**config.mk**
```make
export PLATFORM = sky130hd
export DESIGN_NAME = heartbeat_stall_and_clock_monitor_top
export DESIGN_NICKNAME = d
export VERILOG_FILES = /design/src/rtl/hbmon_pkg.sv /design/src/rtl/hbmon_regs.sv /design/src/rtl/hbmon_core.sv /design/src/rtl/heartbeat_stall_and_clock_monitor_top.sv
export SDC_FILE = /design/constraint.sdc
export NUM_CORES = 1
export LEC_CHECK = 0
export BUFFER_PORTS_ARGS = -buffer_cell sky130_fd_sc_hd__buf_4
export CAP_MARGIN = 0
export CORE_MARGIN = 2
export CORE_UTILIZATION = 40
export CTS_CLUSTER_SIZE = 30
export DETAILED_ROUTE_END_ITERATION = 12
export PLACE_DENSITY = 0.64
export RECOVER_POWER = 100
export SYNTH_ARGS = -nofsm -noshare
export SYNTH_HDL_FRONTEND = slang
export SYNTH_SLANG_ARGS = --single-unit
```
**constraint.sdc**
```tcl
create_clock -name clk -period 7.5 [get_ports clk]
set_clock_uncertainty 0.05 [all_clocks]
set_input_delay 0.375 -clock clk [delete_from_list [all_inputs] [get_ports clk]]
set_output_delay 0.375 -clock clk [all_outputs]
set_load 0.005 [all_outputs]
```
**src/rtl/hbmon_pkg.sv**
```systemverilog
`timescale 1ns / 1ps
// ----------------------------------------------------------------------------
// Heartbeat monitor package
// Request and result types, event codes and register map shared by the
// heartbeat stall and clock monitor.
// ----------------------------------------------------------------------------
package hbmon_pkg;

  localparam int unsigned FUNC_W  = 3;
  localparam int unsigned TIME_W  = 32;
  localparam int unsigned CLK_W   = 7;
  localparam int unsigned WORD_W  = 32;
  localparam int unsigned DATA_W  = 32;
  localparam int unsigned ADDR_W  = 3;

  // Event codes
  localparam logic [FUNC_W-1:0] FUNC_ALIVE      = 3'd0;
  localparam logic [FUNC_W-1:0] FUNC_TICK       = 3'd1;
  localparam logic [FUNC_W-1:0] FUNC_BASELINE   = 3'd2;
  localparam logic [FUNC_W-1:0] FUNC_TAKE_CLOCK = 3'd3;
  localparam logic [FUNC_W-1:0] FUNC_TAKE_STALL = 3'd4;

  // Register map (word index taken from paddr[2])
  localparam logic REG_STALL_LIMIT = 1'b0;
  localparam logic [DATA_W-1:0] STALL_LIMIT_RESET = 32'd1000;

  // Position of HSION in the watched clock bits
  localparam int unsigned HSION_POS = 0;

  typedef struct packed {
    logic [FUNC_W-1:0] func;
    logic [TIME_W-1:0] now_ms;
    logic [CLK_W-1:0]  clock_bits;
    logic [WORD_W-1:0] frame_pc;
    logic [WORD_W-1:0] frame_lr;
  } in_item_t;

  typedef struct packed {
    logic              reported;
    logic [CLK_W-1:0]  expected_clock;
    logic [CLK_W-1:0]  seen_clock;
    logic [TIME_W-1:0] stall_duration;
    logic [WORD_W-1:0] stall_pc_out;
    logic [WORD_W-1:0] stall_lr_out;
    logic              force_hsi_on;
  } out_item_t;

  // Request handed from the input stage to the event core
  typedef struct packed {
    logic     fire;
    in_item_t item;
  } core_req_t;

endpackage

```
**src/rtl/hbmon_regs.sv**
```systemverilog
`timescale 1ns / 1ps
// ----------------------------------------------------------------------------
// Heartbeat monitor registers
// APB-style configuration port holding the stall limit.
// ----------------------------------------------------------------------------
module hbmon_regs (
  input  logic                          clk,
  input  logic                          rst_n,
  input  logic                          psel,
  input  logic                          penable,
  input  logic                          pwrite,
  input  logic [hbmon_pkg::ADDR_W-1:0]  paddr,
  input  logic [hbmon_pkg::DATA_W-1:0]  pwdata,
  output logic [hbmon_pkg::DATA_W-1:0]  prdata,
  output logic                          pready,
  output logic [hbmon_pkg::TIME_W-1:0]  stall_limit
);

  logic [hbmon_pkg::DATA_W-1:0] stall_limit_r;
  logic [hbmon_pkg::DATA_W-1:0] stall_limit_nxt;
  logic                         reg_idx;
  logic                         wr_en;

  assign reg_idx = paddr[2];
  assign wr_en   = psel && penable && pwrite && pready;
  assign pready  = 1'b1;

  always_comb begin
    stall_limit_nxt = stall_limit_r;
    if (wr_en && (reg_idx == hbmon_pkg::REG_STALL_LIMIT)) begin
      stall_limit_nxt = pwdata;
    end
  end

  always_ff @(posedge clk) begin
    if (!rst_n) begin
      stall_limit_r <= hbmon_pkg::STALL_LIMIT_RESET;
    end else begin
      stall_limit_r <= stall_limit_nxt;
    end
  end

  always_comb begin
    case (reg_idx)
      hbmon_pkg::REG_STALL_LIMIT: prdata = stall_limit_r;
      default:                    prdata = '0;
    endcase
  end

  assign stall_limit = stall_limit_r;

endmodule

```
**src/rtl/hbmon_core.sv**
```systemverilog
`timescale 1ns / 1ps
// ----------------------------------------------------------------------------
// Heartbeat monitor event core
// Holds the monitor state, forms the result of one event and commits the
// state update when the event moves on to the result register.
// ----------------------------------------------------------------------------
module hbmon_core (
  input  logic                          clk,
  input  logic                          rst_n,
  input  hbmon_pkg::core_req_t          req,
  input  logic [hbmon_pkg::TIME_W-1:0]  stall_limit,
  output hbmon_pkg::out_item_t          result
);

  logic [hbmon_pkg::TIME_W-1:0] alive_time_r,   alive_time_nxt;
  logic                         stall_active_r, stall_active_nxt;
  logic                         stall_pend_r,   stall_pend_nxt;
  logic [hbmon_pkg::TIME_W-1:0] stall_begin_r,  stall_begin_nxt;
  logic [hbmon_pkg::TIME_W-1:0] stall_len_r,    stall_len_nxt;
  logic [hbmon_pkg::WORD_W-1:0] cap_pc_r,       cap_pc_nxt;
  logic [hbmon_pkg::WORD_W-1:0] cap_lr_r,       cap_lr_nxt;
  logic [hbmon_pkg::CLK_W-1:0]  base_clk_r,     base_clk_nxt;
  logic [hbmon_pkg::CLK_W-1:0]  latch_clk_r,    latch_clk_nxt;
  logic                         clk_pend_r,     clk_pend_nxt;

  hbmon_pkg::in_item_t          it;
  logic [hbmon_pkg::TIME_W-1:0] since_alive;
  logic                         clk_changed;

  assign it          = req.item;
  assign since_alive = it.now_ms - alive_time_r;
  assign clk_changed = (base_clk_r != '0) && (it.clock_bits != base_clk_r) && !clk_pend_r;

  always_comb begin
    alive_time_nxt   = alive_time_r;
    stall_active_nxt = stall_active_r;
    stall_pend_nxt   = stall_pend_r;
    stall_begin_nxt  = stall_begin_r;
    stall_len_nxt    = stall_len_r;
    cap_pc_nxt       = cap_pc_r;
    cap_lr_nxt       = cap_lr_r;
    base_clk_nxt     = base_clk_r;
    latch_clk_nxt    = latch_clk_r;
    clk_pend_nxt     = clk_pend_r;
    result           = '0;

    case (it.func)
      hbmon_pkg::FUNC_ALIVE: begin
        alive_time_nxt = it.now_ms;
        if (clk_changed) begin
          latch_clk_nxt       = it.clock_bits;
          clk_pend_nxt        = 1'b1;
          result.force_hsi_on = !it.clock_bits[hbmon_pkg::HSION_POS];
        end
        // close an open stall
        if (stall_active_r) begin
          stall_len_nxt    = it.now_ms - stall_begin_r;
          stall_active_nxt = 1'b0;
          stall_pend_nxt   = 1'b1;
        end
      end
      hbmon_pkg::FUNC_TICK: begin
        if (!stall_active_r && !stall_pend_r && (since_alive > stall_limit)) begin
          stall_active_nxt = 1'b1;
          stall_begin_nxt  = alive_time_r;
          cap_pc_nxt       = it.frame_pc;
          cap_lr_nxt       = it.frame_lr;
        end
      end
      hbmon_pkg::FUNC_BASELINE: begin
        base_clk_nxt = it.clock_bits;
        clk_pend_nxt = 1'b0;
      end
      hbmon_pkg::FUNC_TAKE_CLOCK: begin
        if (clk_pend_r) begin
          result.reported       = 1'b1;
          result.expected_clock = base_clk_r;
          result.seen_clock     = latch_clk_r;
          base_clk_nxt          = it.clock_bits;
          clk_pend_nxt          = 1'b0;
        end
      end
      hbmon_pkg::FUNC_TAKE_STALL: begin
        if (stall_pend_r) begin
          stall_pend_nxt        = 1'b0;
          result.reported       = 1'b1;
          result.stall_duration = stall_len_r;
          result.stall_pc_out   = cap_pc_r;
          result.stall_lr_out   = cap_lr_r;
        end
      end
      default: begin
      end
    endcase
  end

  // Commit state only for the event that moves on this cycle
  always_ff @(posedge clk) begin
    if (!rst_n) begin
      alive_time_r   <= '0;
      stall_active_r <= 1'b0;
      stall_pend_r   <= 1'b0;
      stall_begin_r  <= '0;
      stall_len_r    <= '0;
      cap_pc_r       <= '0;
      cap_lr_r       <= '0;
      base_clk_r     <= '0;
      latch_clk_r    <= '0;
      clk_pend_r     <= 1'b0;
    end else if (req.fire) begin
      alive_time_r   <= alive_time_nxt;
      stall_active_r <= stall_active_nxt;
      stall_pend_r   <= stall_pend_nxt;
      stall_begin_r  <= stall_begin_nxt;
      stall_len_r    <= stall_len_nxt;
      cap_pc_r       <= cap_pc_nxt;
      cap_lr_r       <= cap_lr_nxt;
      base_clk_r     <= base_clk_nxt;
      latch_clk_r    <= latch_clk_nxt;
      clk_pend_r     <= clk_pend_nxt;
    end
  end

endmodule

```
**src/rtl/heartbeat_stall_and_clock_monitor_top.sv**
```systemverilog
`timescale 1ns / 1ps
// ----------------------------------------------------------------------------
// Heartbeat stall and clock monitor
// Event-driven health monitor: records heartbeats, captures stalls with the
// interrupted PC and LR, and latches changes of the watched clock bits.
//
// Usage:
//   in_valid/in_stall/in_item carry one event request; it is taken at an edge
//   with in_valid high and in_stall low. Every request yields exactly one
//   result on out_valid/out_stall/out_item, in request order.
//   A request passes through the input register, then the result register.
//   Throughput is one request per cycle while out_stall is low; the event
//   core is a single subtract and compare stage between the two registers.
//   When the receiver stalls, the result register holds its result and the
//   input register can still take one more; in_stall rises only once both
//   are full.
//   The cfg_ port holds the stall limit (byte address 0, reset 1000 ms);
//   write it only while no request is in flight.
//   Reset (rst_n low, synchronous) empties both registers and clears all
//   monitor state; no clearing pass is needed.
// ----------------------------------------------------------------------------
module heartbeat_stall_and_clock_monitor_top (
  input  logic                          clk,
  input  logic                          rst_n,
  input  logic                          in_valid,
  output logic                          in_stall,
  input  hbmon_pkg::in_item_t           in_item,
  output logic                          out_valid,
  input  logic                          out_stall,
  output hbmon_pkg::out_item_t          out_item,
  input  logic                          cfg_psel,
  input  logic                          cfg_penable,
  input  logic                          cfg_pwrite,
  input  logic [hbmon_pkg::ADDR_W-1:0]  cfg_paddr,
  input  logic [hbmon_pkg::DATA_W-1:0]  cfg_pwdata,
  output logic [hbmon_pkg::DATA_W-1:0]  cfg_prdata,
  output logic                          cfg_pready
);

  logic                         s1_valid_r, s1_valid_nxt;
  hbmon_pkg::in_item_t          s1_item_r;
  logic                         out_valid_r;
  hbmon_pkg::out_item_t         out_item_r;
  logic                         out_load;
  logic                         advance;
  logic                         in_take;
  logic [hbmon_pkg::TIME_W-1:0] stall_limit;
  hbmon_pkg::core_req_t         core_req;
  hbmon_pkg::out_item_t         core_result;

  hbmon_regs u_regs (
    .clk         (clk),
    .rst_n       (rst_n),
    .psel        (cfg_psel),
    .penable     (cfg_penable),
    .pwrite      (cfg_pwrite),
    .paddr       (cfg_paddr),
    .pwdata      (cfg_pwdata),
    .prdata      (cfg_prdata),
    .pready      (cfg_pready),
    .stall_limit (stall_limit)
  );

  assign out_load = !out_valid_r || !out_stall;
  assign advance  = s1_valid_r && out_load;
  assign in_stall = s1_valid_r && !out_load;
  assign in_take  = in_valid && !in_stall;

  assign core_req.fire = advance;
  assign core_req.item = s1_item_r;

  hbmon_core u_core (
    .clk         (clk),
    .rst_n       (rst_n),
    .req         (core_req),
    .stall_limit (stall_limit),
    .result      (core_result)
  );

  always_comb begin
    s1_valid_nxt = s1_valid_r;
    if (in_take) begin
      s1_valid_nxt = 1'b1;
    end else if (advance) begin
      s1_valid_nxt = 1'b0;
    end
  end

  always_ff @(posedge clk) begin
    if (!rst_n) begin
      s1_valid_r  <= 1'b0;
      out_valid_r <= 1'b0;
    end else begin
      s1_valid_r <= s1_valid_nxt;
      if (out_load) begin
        out_valid_r <= advance;
      end
    end
  end

  // Payload registers: load the request on accept, the result on advance
  always_ff @(posedge clk) begin
    if (in_take) begin
      s1_item_r <= in_item;
    end
    if (advance) begin
      out_item_r <= core_result;
    end
  end

  assign out_valid = out_valid_r;
  assign out_item  = out_item_r;

endmodule

```
==> key figures, run 1 <==
Place
  – Number of buffers added on ports: 291
  – Detailed placer's ending HPWL: roughly 30 mm
  – Dpl ws: 1.73 ns
  – Final RePlAce weighted congestion: 0.841

Power and ir drop
  – Power Density: 219 nW/um^2
  – Worst IR Drop VDD: 0.000149 V
  – Leakage dissipation: 9.35 nW

Clock tree
  – Worst-path clk slew: 0.06 ns
  – Clock Sinks: 429
  – Number of levels in the clock H-tree: 2
  – Clk buf depth: 3
  – TritonCTS Buffers: 49
  – Number of buffers inserted by post-CTS setup repair: 0
  – Post_cts resized: 0
  – Cell at the root of the clock tree: sky130_fd_sc_hd__clkbuf_16
  – Clock latency on the worst-skew pair: 0.59 ns
  – CTS tree: done

Timing
  – Highest Clock Rate: between 150 and 200 MHz
  – Number of max-slew violations in the final report: around 600
  – TNS Setup: 0 ns
  – Worst slew margin relative to its limit: -1.56
  – Setup repair after global routing missed its margin: no
  – Slew at the pin with the worst max-slew slack: 3.84 ns
  – Setup violation total in the final timing report: 0
  – Worst-case setup margin in the final layout: about 1.4 ns
  – Count of final hold-check violations: 0
  – Minimum clock period: around 6.1 ns
  – Part of the cycle the worst path needs: 0.818

Cells and area
  – Layout cells sized above 1: 0.146
  – Most common cell after layout, fill and taps aside: sky130_fd_sc_hd__edfxtp_1
  – Total Nets Final: 2,432
  – Area of combinational cells with multiple inputs: 7900 um^2
  – Area used by sequential logic in the layout: 10,800 um^2
  – Area growth from synthesis to layout: 28.6%
  – Fillcell total: 4,190
  – Highest-count cells in the layout ignoring fill and taps: sky130_fd_sc_hd__edfxtp_1 (218), sky130_fd_sc_hd__dfxtp_1 (211), sky130_fd_sc_hd__clkbuf_4 (205), sky130_fd_sc_hd__nand2_1 (193), sky130_fd_sc_hd__dlygate4sd3_1 (140)
  – Number of antenna diodes: 0

Global routing
  – Number of global-route vias before repair: 13,500
  – Number of antenna violations at the first check in global routing: 0
  – Remaining global-route overflow: 0
  – Pin count of the biggest net entering global routing: 115
  – Wire length of the first global-routing pass: 70.8 mm
  – Total GRT Usage: 0.175

Drt
  – Final routed wirelength across all metal layers: 44.6 mm
  – Routed via count divided by cell count: 4.77
  – Via total after detailed routing: between 10,000 and 15,000
  – Length of the first detailed-routing pass in iterations: 5
  – Wirelength per Cell: 15.7 um
  – Detailed Route Iter0 Violations: 676
  – DRC errors left: 0
  – Antenna-violating nets left: 0

Synth
  – Synthesized Nets: 2,015
  – Biggest area consumer among synthesized cells: sky130_fd_sc_hd__edfxtp_1
  – Mapped Avg Cell Area: 11.0 um^2
  – Syn Std Cell Area: between 15,000 and 20,000 um^2
  – Primary flip-flop cell chosen by synthesis mapping: sky130_fd_sc_hd__edfxtp_1
  – Number of enable flip-flop cells after synthesis: 218
  – Fraction of registers with async set/reset: 0
  – Part of the Yosys area used for sequential elements: 0.555
  – Flop and latch count out of synthesis: 429
  – Number of synthesis warnings: 0
  – Number of cells produced by synthesis: 1,771
  – Proportion of netlist area held by the largest area contributor: 0.338
  – Yosys cell types: 62
  – Top cells by area in the synthesized netlist: sky130_fd_sc_hd__edfxtp_1 (34%), sky130_fd_sc_hd__dfxtp_1 (22%), sky130_fd_sc_hd__ha_1 (6.1%), sky130_fd_sc_hd__mux2i_1 (5.7%), sky130_fd_sc_hd__and2_1 (5.3%)

Critical path
  – Critical Path Slowest Stage Cell: sky130_fd_sc_hd__o31a_1
  – WP data required: 7.96 ns
  – Sequence of cells on the critical path: inv_1 > ha_1 > inv_1 > fa_1 > a21o_1 > a21oi_1 > o21ai_0 > a2bb2oi_1 > nor3b_1 > a311oi_1 > o21a_1 > o21ai_0 > a21oi_1 > xnor2_1 > ha_1 > nand4_1 > nor2_1 > nand3_1 > a21oi_1 > o31a_1 > clkbuf_1 > mux2i_1 > and2_1
  – Most frequent cell on the critical path: sky130_fd_sc_hd__a21oi_1
  – Arrival time at the worst endpoint: 6.59 ns
  – Kind of end point of the critical path: flop
  – CP Launch Type: flop
  – Worst setup path class: flop to flop
  – Max incr delay on CP: roughly 0.82 ns
  – Largest fanout on the critical path: 14
  – FF-to-FF setup slack: 1.37 ns

Die
  – Die area: 50,300 um^2
  – Die width: around 220 um
  – Initial cell density of the core: 0.405
  – Vertical die dimension: ~220 um
  – Top Ports: 295
  – FP Rows: 80
  – Core area: 47,800 um^2

Flow run
  – Count of max-cap constraint violations: 10

Run status
  – Violations in the final reports: capacitance limit, slew limit
  – Status: finished with violations

Hold path
  – Worst hold-check path type: flop to flop
[registers in the layout, summed over array words and instances (netlist names), 7 cells and up]
name	count
core_req	106
u_core.cap_pc_r	32
u_core.base_clk_r	7
u_core.cap_lr_r	32
u_core.stall_len_r	32
u_core.latch_clk_r	7
u_core.alive_time_r	32
out_item	112
u_core.stall_begin_r	32
u_regs.stall_limit	32
[routing by layer]
layer	GRT usage	routed length [um]
met1	0.235	20800
met2	0.284	20200
met3	0.0353	2410
met4	0.0592	1230
met5	0	0
[layout make-up]
type | count | area share
clock inverter | 18 | 0.0100
tap | 615 | 0.0309
clock buffer | 72 | 0.0551
sequential | 429 | 0.432
timing repair buffer | 443 | 0.140
multi-input combinational | 1159 | 0.317
inverter | 106 | 0.0160
[path summary, 6_finish.rpt]
kind,endpoint,cells after the start,start
worst max-delay path,u_core.stall_begin_r[8],23,core_req[71]
worst max register to register,u_core.stall_begin_r[8],23,core_req[71]
worst min-delay path,u_core.stall_len_r[16],2,u_core.stall_len_r[16]
worst min register to register,u_core.stall_len_r[16],2,u_core.stall_len_r[16]
[cells in the mapped netlist (4+ instances only)]
cell type / count
sky130_fd_sc_hd__nand2b_1: 8
sky130_fd_sc_hd__a311oi_1: 4
sky130_fd_sc_hd__a21oi_1: 56
sky130_fd_sc_hd__dfxtp_1: 211
sky130_fd_sc_hd__nand3_1: 18
sky130_fd_sc_hd__nor2b_1: 92
sky130_fd_sc_hd__a21boi_0: 62
sky130_fd_sc_hd__o21ai_0: 25
sky130_fd_sc_hd__o21a_1: 14
sky130_fd_sc_hd__buf_6: 4
sky130_fd_sc_hd__nor3b_1: 4
sky130_fd_sc_hd__edfxtp_1: 218
sky130_fd_sc_hd__o21ai_1: 31
sky130_fd_sc_hd__and3_1: 6
sky130_fd_sc_hd__clkbuf_1: 62
sky130_fd_sc_hd__a31oi_1: 9
sky130_fd_sc_hd__nand4_1: 16
sky130_fd_sc_hd__and2_1: 163
sky130_fd_sc_hd__nor3_1: 13
sky130_fd_sc_hd__xor2_1: 25
sky130_fd_sc_hd__inv_1: 105
sky130_fd_sc_hd__ha_1: 94
sky130_fd_sc_hd__buf_2: 7
sky130_fd_sc_hd__o211ai_1: 9
sky130_fd_sc_hd__nand2_1: 193
sky130_fd_sc_hd__nor2_1: 67
sky130_fd_sc_hd__nand4b_1: 4
sky130_fd_sc_hd__o21bai_1: 6
sky130_fd_sc_hd__xnor2_1: 37
sky130_fd_sc_hd__mux2i_1: 111
sky130_fd_sc_hd__a211oi_1: 4
sky130_fd_sc_hd__a21o_1: 43
[power breakdown]
part           internal [mW]  leakage, nW  switching [mW]
Combinational          0.254         4.71           0.251
Sequential              2.54         3.85          0.0328
Clock                   1.44        0.789           0.952
Total                   4.24         9.35            1.24
[kinds of logic (layout without fill, tap and decap cells)]
| kind of cell | Yosys count | in the layout | synth area share |
|---|---|---|---|
| buffers and inverters | 183 | 639 | 0.0376 |
| other | 1 | 1 | 0.000193 |
| muxes | 111 | 111 | 0.0573 |
| xor gates and xnor gates | 62 | 62 | 0.0280 |
| and+or+nand+nor | 599 | 599 | 0.160 |
| adders and majority gates | 96 | 96 | 0.0627 |
| DFF | 429 | 429 | 0.555 |
| AOI/OAI and AO/OA | 290 | 290 | 0.0994 |
[worst max-delay path: cells and delay by family (launching register included)]
kind | cells | cell delay [ns]
AO/OA/AOI/OAI | 10 | 3.10
adder cells (fa/ha/maj) | 3 | 0.89
AND/OR/NAND/NOR | 5 | 0.70
buffers and inverters | 3 | 0.60
flip-flops | 1 | 0.38
multiplexers | 1 | 0.23
XOR/XNOR | 1 | 0.09
[what timing repair did]
item	in CTS	in global routing
hold buffers	140	0
endpoints found under the setup margin	0	0
endpoints found under the hold margin	140	0
[stage by stage]
stage / instance area, um^2 / std cells / total power, mW / utilization / hold slack, ns
CTS: 25200 / 2842 / 5.55 / 0.526 / 0.386
global route: 24900 / 2842 / 5.69 / 0.521 / 0.432
detailed placement: 22200 / 2612 / 3.07 / 0.463 / 0.391
global placement: 22200 / 2612 / 3.06 / 0.463 / 0.385
floorplan: 19400 / 1771 / 2.89 / - / 0.376
finish: 24900 / 2842 / 5.47 / 0.521 / 0.411
No activity file was read; power rests on OpenSTA's default activity.
==> inputs of run 2 (changes only) <==
--- a/config.mk
+++ b/config.mk
@@ -5,13 +5,14 @@
 export SDC_FILE = /design/constraint.sdc
 export NUM_CORES = 1
 export LEC_CHECK = 0
+export ABC_AREA = 1
 export BUFFER_PORTS_ARGS = -buffer_cell sky130_fd_sc_hd__buf_4
 export CAP_MARGIN = 0
 export CORE_MARGIN = 2
 export CORE_UTILIZATION = 40
 export CTS_CLUSTER_SIZE = 30
 export DETAILED_ROUTE_END_ITERATION = 12
-export PLACE_DENSITY = 0.64
+export PLACE_DENSITY = 0.63
 export RECOVER_POWER = 100
 export SYNTH_ARGS = -nofsm -noshare
 export SYNTH_HDL_FRONTEND = slang
==> constraint.sdc (replaced) <==
create_clock -name clk -period 6.2 [get_ports clk]
set_clock_uncertainty 0.05 [all_clocks]
set_input_delay 0.31 -clock clk [delete_from_list [all_inputs] [get_ports clk]]
set_output_delay 0.31 -clock clk [all_outputs]
set_load 0.005 [all_outputs]
==> key figures, run 2 <==
Synth
  – Basic-gate share of the synthesized area counting and, or, nand and nor cells: 0.220 (+0.0608)
  – Top cells by area in the synthesized netlist: sky130_fd_sc_hd__edfxtp_1 (32%), sky130_fd_sc_hd__dfxtp_1 (21%), sky130_fd_sc_hd__nand2_1 (11%), sky130_fd_sc_hd__nor2_1 (8.3%), sky130_fd_sc_hd__inv_1 (7.6%)
  – Mapped Avg Cell Area: 8.11 um^2 (-26%)
  – Proportion of synthesized area in mux cells: 0 (-0.0573)
  – Combinational family with the most area after synthesis: simple AND/OR/NAND/NOR gates
  – Flop and latch count out of synthesis: 429 (unchanged)
  – Yosys cell types: 38 (-39%)
  – Number of cells produced by synthesis: 2,527 (+43%)
  – Synth Area in Compound Gates: 0.0812 (-0.0182)
  – Proportion of netlist area held by the largest area contributor: 0.319 (-0.0181)
  – Fraction of registers with async set/reset: 0 (unchanged)
  – Number of enable flip-flop cells after synthesis: 218 (unchanged)
  – Number of synthesis warnings: 0 (unchanged)
  – Part of the Yosys area used for sequential elements: 0.525 (-0.0298)
  – Synthesized Nets: 2,771 (+38%)
  – Parity-gate share of the synthesized area counting xor and xnor cells: 0.0158 (-0.0122)
  – Biggest area consumer among synthesized cells: sky130_fd_sc_hd__edfxtp_1
  – Most frequent cell after synthesis: sky130_fd_sc_hd__nand2_1
  – Primary flip-flop cell chosen by synthesis mapping: sky130_fd_sc_hd__edfxtp_1
  – Synthesized-area fraction occupied by adder cells: 0.0593 (-0.00337)
  – Top post-synthesis cells by count: sky130_fd_sc_hd__nand2_1 (586), sky130_fd_sc_hd__nor2_1 (451), sky130_fd_sc_hd__inv_1 (415)
  – Syn Std Cell Area: 20,500 um^2 (+5.7%)

Cells and area
  – Highest-count cells in the layout ignoring fill and taps: sky130_fd_sc_hd__nand2_1 (587), sky130_fd_sc_hd__nor2_1 (452), sky130_fd_sc_hd__inv_1 (416), sky130_fd_sc_hd__edfxtp_1 (218), sky130_fd_sc_hd__dfxtp_1 (211)
  – Layout cells sized above 1: 0.105 (-0.0407)
  – Total Nets Final: 3,178 (+31%)
  – Number of antenna diodes: 0 (unchanged)
  – Layout Cell Area excl Fill: 25,900 um^2 (+3.9%)
  – Area growth from synthesis to layout: 26.4%
  – Most common cell after layout, fill and taps aside: sky130_fd_sc_hd__nand2_1
  – Post-Route Utilization: 0.514 (-0.00700)
  – Number of flip-flops under the largest register name: 112 (unchanged)

Run status
  – Violations in the final reports: capacitance limit, slew limit
  – Status: finished with violations

Place
  – Detailed placer's ending HPWL: 36.7 mm (+20%)
  – Area after detailed placement: 23,200 um^2 (+4.7%)
  – Number of buffers added on ports: 291 (unchanged)
  – Final RePlAce weighted congestion: 0.890 (+5.8%)
  – Dpl ws: 1.73 ns (-0.00485 ns)

Power and ir drop
  – Combinational power share: 0.117 (+0.025)
  – Part of the power in registers: 0.465 (-0.005)
  – Net switching power: 1.66 mW (+34%)
  – Cell Int Power: 5.07 mW (+20%)
  – Leakage dissipation: 11.8 nW (+26%)
  – Clock network fraction of design power: 0.419 (-0.019)
  – Power Density: 260 nW/um^2 (+18%)
  – Worst IR Drop VDD: 0.000178 V (+19%)
  – Switching power share of the total: 0.246 (+0.0204)

Drt
  – Antenna-violating nets left: 0 (unchanged)
  – Routed via count divided by cell count: 4.66 (-2.2%)
  – Total routed wire length on the met1 layer: 22.8 mm (+9.7%)
  – Uppermost routed layer: met4
  – Final routed wirelength across all metal layers: 52.0 mm (+17%)
  – Routed length on met3: 2.46 mm (+2.2%)
  – Wirelength per Cell: 14.3 um (-9.1%)
  – Met2 wirelength from detailed routing: 25.2 mm (+25%)
  – DRC errors left: 0 (unchanged)
  – Length of the first detailed-routing pass in iterations: 5 (unchanged)
  – Via total after detailed routing: 17,000 (+25%)
  – Detailed Route Iter0 Violations: 930 (+38%)

Global routing
  – Remaining global-route overflow: 0 (unchanged)
  – Total GRT Usage: 0.193 (+0.0179)
  – Number of global-route vias before repair: 16,200 (+19%)
  – Wire length of the first global-routing pass: 82.3 mm (+16%)
  – Number of antenna violations at the first check in global routing: 0 (unchanged)
  – Pin count of the biggest net entering global routing: 194 (+69%)

Clock tree
  – Clk buf depth: 3 (unchanged)
  – Worst-path clk slew: 0.06 ns (about the same)
  – TritonCTS Buffers: 48 (-2.0%)
  – CTS tree: done
  – Cell at the root of the clock tree: sky130_fd_sc_hd__clkbuf_16
  – Number of buffers inserted by post-CTS setup repair: 0 (unchanged)
  – Post_cts resized: 0 (unchanged)
  – Clock Sinks: 429 (unchanged)
  – Clock latency on the worst-skew pair: 0.58 ns (about the same)
  – Number of levels in the clock H-tree: 2 (unchanged)

Critical path
  – Kind of end point of the critical path: flop
  – Arrival time at the worst endpoint: 5.01 ns (-1.58 ns)
  – Worst setup path class: input port to flop
  – WP data required: 6.23 ns (-1.73 ns)
  – Largest fanout on the critical path: 64 (+50)
  – CP Launch Type: input port

Die
  – Core area: 50,400 um^2 (+5.3%)
  – Top Ports: 295 (unchanged)
  – Initial cell density of the core: 0.407 (+0.00150)
  – FP Rows: 82 (+2.5%)
  – Die width: 230 um (+2.7%)
  – Vertical die dimension: 230 um (+2.7%)
  – Die area: 53,100 um^2 (+5.6%)

Timing
  – Part of the cycle the worst path needs: 0.803
  – Slew at the pin with the worst max-slew slack: 4.71 ns (+0.874 ns)
  – Worst slew margin relative to its limit: -2.14 (-0.583)
  – Highest Clock Rate: between 200 and 250 MHz
  – Count of final hold-check violations: 0 (unchanged)
  – Number of max-slew violations in the final report: 459 (-22%)
  – TNS Setup: 0 ns (unchanged)
  – Worst-case setup margin in the final layout: 1.22 ns (-0.146 ns)
  – Setup repair after global routing missed its margin: no
  – Minimum clock period: between 4 and 5 ns
  – Setup violation total in the final timing report: 0 (unchanged)

Flow run
  – Count of max-cap constraint violations: 6 (-4)

Hold path
  – Worst hold-check path type: input port to flop
[run 2: cell count changes after synthesis, moves of 33 or more]
cell and change:
sky130_fd_sc_hd__a21boi_0 -58, sky130_fd_sc_hd__a21oi_1 +103, sky130_fd_sc_hd__nand3_1 +66, sky130_fd_sc_hd__and2_1 -162, sky130_fd_sc_hd__nor2_1 +384, sky130_fd_sc_hd__mux2i_1 -111, sky130_fd_sc_hd__nand2_1 +393, sky130_fd_sc_hd__a21o_1 -33
sky130_fd_sc_hd__nor2b_1 -91, sky130_fd_sc_hd__o21ai_0 +79, sky130_fd_sc_hd__inv_1 +310
[run 2: critical path, stage by stage]
cell	delay [ns]
sky130_fd_sc_hd__dlygate4sd3_1	0.52
sky130_fd_sc_hd__clkbuf_4	0.12
sky130_fd_sc_hd__nand2_1	0.07
sky130_fd_sc_hd__nor2_1	0.14
sky130_fd_sc_hd__inv_1	0.07
sky130_fd_sc_hd__nand2_1	0.09
sky130_fd_sc_hd__clkinvlp_2	2.30
sky130_fd_sc_hd__clkbuf_2	1.28
[run 2: final timing paths]
check	startpoint	to	slack, ns	cells past startpoint
setup / recovery	out_stall	core_req[97]	1.22	8
hold / removal	cfg_pwdata[31]	u_regs.stall_limit[31]	0.09	3
setup reg to reg	out_valid	core_req[97]	1.24	6
hold reg to reg	u_core.latch_clk_r[3]	u_core.latch_clk_r[3]	0.41	2
[run 2: layout make-up]
type	count	area (um^2)
fillers	4725	24500
inverters	420	1580
clock inverters	23	228
well taps	672	841
repair buffers	437	3400
multi-input cells	1598	7730
flip-flops and latches	429	10800
clock buffers	67	1360
[run 2: power groups by stage]
stage	Clock [mW]	Combinational (mW)	Sequential [mW]
after global routing	3.01	0.888	3.14
after floorplan	0	0.459	3.18
after CTS	2.90	0.806	3.13
after global placement	0	0.716	3.18
after detailed placement	0	0.729	3.19
final	2.82	0.785	3.13
[run 2: what timing repair did]
item | in CTS | in global routing
endpoints found under the hold margin | 139 | 0
setup endpoints to repair | 0 | 0
hold buffers | 139 | 0
[run 2: kinds of logic after synthesis]
family	after synthesis
AND/OR/NAND/NOR	1154
buffers and inverters	500
flip-flops	429
AO/OA/AOI/OAI	310
adder cells (fa/ha/maj)	96
XOR/XNOR	37
other	1
[run 2: per-layer routing]
layer | GRT usage | vias to the layer above
met5 | 0 | -
met4 | 0.0694 | 0
met3 | 0.0283 | 94
met2 | 0.330 | 389
met1 | 0.248 | 7760
li1 | - | 8751
[run 2: metrics by stage]
step | power, mW | cells | hold WS (ns)
6_report | 6.73 | 3646 | 0.0937
5_1_grt | 7.04 | 3646 | 0.0809
4_1_cts | 6.83 | 3646 | 0.0507
3_5_place_dp | 3.92 | 3417 | 0.394
3_3_place_gp | 3.90 | 3417 | 0.390
2_1_floorplan | 3.63 | 2527 | 0.359
==> inputs of run 3 (changes only) <==
==> constraint.sdc (replaced) <==
create_clock -name clk -period 4.8 [get_ports clk]
set_clock_uncertainty 0.05 [all_clocks]
set_input_delay 0.24 -clock clk [delete_from_list [all_inputs] [get_ports clk]]
set_output_delay 0.24 -clock clk [all_outputs]
set_load 0.005 [all_outputs]
==> key figures, run 3 (synthesized netlist as in run 2, its figures left out) <==
Hold path
  – Worst Hold End: u_regs.stall_limit[7]
  – Hold Path Stages: 3 (unchanged)
  – Worst hold-check path type: input port to flop
  – Min-Delay Startpoint: cfg_penable

Die
  – Die area: 53,100 um^2 (unchanged)
  – FP Rows: 82 (unchanged)
  – Initial cell density of the core: 0.407 (unchanged)
  – Core area: 50,400 um^2 (unchanged)
  – Vertical die dimension: 230 um (unchanged)
  – Die width: 230 um (unchanged)
  – Top Ports: 295 (unchanged)

Cells and area
  – Area growth from synthesis to layout: 26.8%
  – Area used by sequential logic in the layout: 10,800 um^2 (unchanged)
  – Layout cells sized above 1: 0.112 (+0.00717)
  – Number of flip-flops under the largest register name: 112 (unchanged)
  – Layout Cell Area excl Fill: 26,000 um^2 (+0.33%)
  – Area of combinational cells with multiple inputs: 7740 um^2 (+0.15%)
  – Most common cell after layout, fill and taps aside: sky130_fd_sc_hd__nand2_1
  – Total Nets Final: 3,184 (+0.19%)
  – Highest-count cells in the layout ignoring fill and taps: sky130_fd_sc_hd__nand2_1 (587), sky130_fd_sc_hd__nor2_1 (452), sky130_fd_sc_hd__inv_1 (415), sky130_fd_sc_hd__edfxtp_1 (218), sky130_fd_sc_hd__dfxtp_1 (211)
  – Fillcell total: 4,784 (+1.2%)
  – Number of antenna diodes: 0 (unchanged)

Drt
  – DRC errors left: 0 (unchanged)
  – Routed via count divided by cell count: 4.64 (-0.37%)
  – Via total after detailed routing: 17,000 (-0.21%)
  – Length of the first detailed-routing pass in iterations: 5 (unchanged)
  – Final routed wirelength across all metal layers: 52.0 mm (about the same)
  – Wirelength per Cell: 14.2 um (-0.10%)
  – Antenna-violating nets left: 0 (unchanged)
  – Detailed Route Iter0 Violations: 1,077 (+16%)

Critical path
  – CP Launch Type: flop
  – Largest fanout on the critical path: 105 (+64%)
  – Arrival time at the worst endpoint: 4.75 ns (-0.26 ns)
  – FF-to-FF setup slack: 0.46 ns (-0.78 ns)
  – WP data required: 5.21 ns (-1.02 ns)
  – Most frequent cell on the critical path: sky130_fd_sc_hd__nand2_1
  – Critical register-to-register path startpoint: core_req[71]
  – Critical register-to-register path endpoint: u_core.cap_pc_r[22]
  – Length in cells of the worst reg-to-reg path: 28 (+22)
  – Critical Path Slowest Stage Cell: sky130_fd_sc_hd__fa_1
  – Worst setup path class: flop to flop
  – Max incr delay on CP: 0.38 ns (-1.92 ns)
  – Kind of end point of the critical path: flop

Timing
  – TNS Setup: 0 ns (unchanged)
  – Setup violation total in the final timing report: 0 (unchanged)
  – Setup repair after global routing missed its margin: no
  – Worst slew margin relative to its limit: -0.464 (+1.68)
  – Part of the cycle the worst path needs: 0.904
  – Minimum clock period: 4.34 ns
  – Worst-case setup margin in the final layout: 0.460 ns (-0.763 ns)
  – Highest Clock Rate: 230 MHz
  – Count of final hold-check violations: 0 (unchanged)
  – Number of max-slew violations in the final report: 321 (-30%)
  – Hold Slack: 0.239 ns (+0.145 ns)
  – Slew at the pin with the worst max-slew slack: 2.20 ns (-2.52 ns)

Global routing
  – Total GRT Usage: 0.194 (+0.000904)
  – Number of global-route vias before repair: 16,200 (unchanged)
  – Remaining global-route overflow: 0 (unchanged)
  – Number of antenna violations at the first check in global routing: 0 (unchanged)
  – Pin count of the biggest net entering global routing: 106 (-45%)
  – Wire length of the first global-routing pass: 82.9 mm (+0.71%)

Clock tree
  – Clk buf depth: 3 (unchanged)
  – Clock latency on the worst-skew pair: 0.58 ns (about the same)
  – Worst-path clk slew: 0.06 ns (about the same)
  – Cell at the root of the clock tree: sky130_fd_sc_hd__clkbuf_16
  – Number of buffers inserted by post-CTS setup repair: 0 (unchanged)
  – Number of levels in the clock H-tree: 2 (unchanged)
  – TritonCTS Buffers: 48 (unchanged)
  – Clock Sinks: 429 (unchanged)
  – CTS tree: done

Power and ir drop
  – Pwr Total: 8.63 mW (+28%)
  – Power Density: 332 nW/um^2 (+28%)
  – Worst IR Drop VDD: 0.000245 V (+38%)
  – Leakage dissipation: 11.8 nW (+0.54%)

Place
  – Dpl ws: 0.582 ns (-1.15 ns)
  – Final RePlAce weighted congestion: 0.896 (+0.73%)
  – Detailed placer's ending HPWL: 36.8 mm (+0.28%)
  – Number of buffers added on ports: 291 (unchanged)
  – Area after detailed placement: 23,200 um^2 (+0.22%)

Flow run
  – Count of max-cap constraint violations: 5 (-1)

Run status
  – Status: finished with violations
  – Violations in the final reports: capacitance limit, slew limit
-- run 3: cell types whose count changed in the layout (fill, tap and decap cells not counted), sizes merged --
cell / before / now
buf: 38 / 43
bufinv: 3 / 2
clkbuf: 327 / 326
clkinv: 16 / 15
dlygate4sd3: 139 / 140
inv: 421 / 424
-- run 3: repair_timing --
action / CTS / global route
gates resized for setup: 0 / 0
hold buffers: 140 / 0
endpoints found under the hold margin: 140 / 0
-- run 3: worst max-delay path, delay by kind of cell (launching register included) --
family / cells / cell delay [ns]
AO/OA/AOI/OAI: 1 / 0.16
adder cells (fa/ha/maj): 3 / 0.81
buffers and inverters: 4 / 0.59
flip-flops: 1 / 0.36
AND/OR/NAND/NOR: 20 / 2.13
-- run 3: layout make-up --
cell class                      count  area share
Clock inverter                     24     0.00809
Inverter                          420      0.0608
Clock buffer                       66      0.0516
Sequential cell                   429       0.414
Tap cell                          672      0.0323
Timing Repair Buffer              443       0.135
Multi-Input combinational cell   1598       0.298
-- run 3: power breakdown --
part	total, mW	internal [mW]	leakage, nW	switching [mW]
clock network	3.58	2.08	0.755	1.50
registers	4.04	3.98	3.84	0.0569
logic	1.02	0.428	7.25	0.588
total	8.63	6.49	11.8	2.14
-- run 3: per-layer routing --
| metal | vias to the layer above | GRT usage | wire length [um] |
|---|---|---|---|
| met5 | - | 0 | 0 |
| met4 | 0 | 0.0577 | 1310 |
| met3 | 78 | 0.0279 | 2390 |
| met2 | 367 | 0.340 | 25500 |
| met1 | 7762 | 0.248 | 22900 |
| li1 | 8752 | - | - |
-- run 3: how the worst max path moves through the flow --
stage | start | slack, ns | endpoint | depth (start not counted)
after floorplan | core_req[71] | 1.55 | u_core.cap_lr_r[0] | 29
after global placement | core_req[87] | 0.67 | u_core.cap_lr_r[26] | 18
after detailed placement | core_req[71] | 0.58 | u_core.cap_pc_r[22] | 28
after CTS | core_req[71] | 0.54 | u_core.cap_pc_r[22] | 28
after global routing | core_req[71] | 0.08 | u_core.cap_pc_r[22] | 28
final | core_req[71] | 0.46 | u_core.cap_pc_r[22] | 28
-- run 3: per-stage QoR --
stage          utilization  instances
3_5_place_dp         0.461       3422
5_1_grt              0.516       3652
3_3_place_gp         0.461       3422
2_1_floorplan            -       2527
4_1_cts              0.520       3652
6_report             0.516       3652
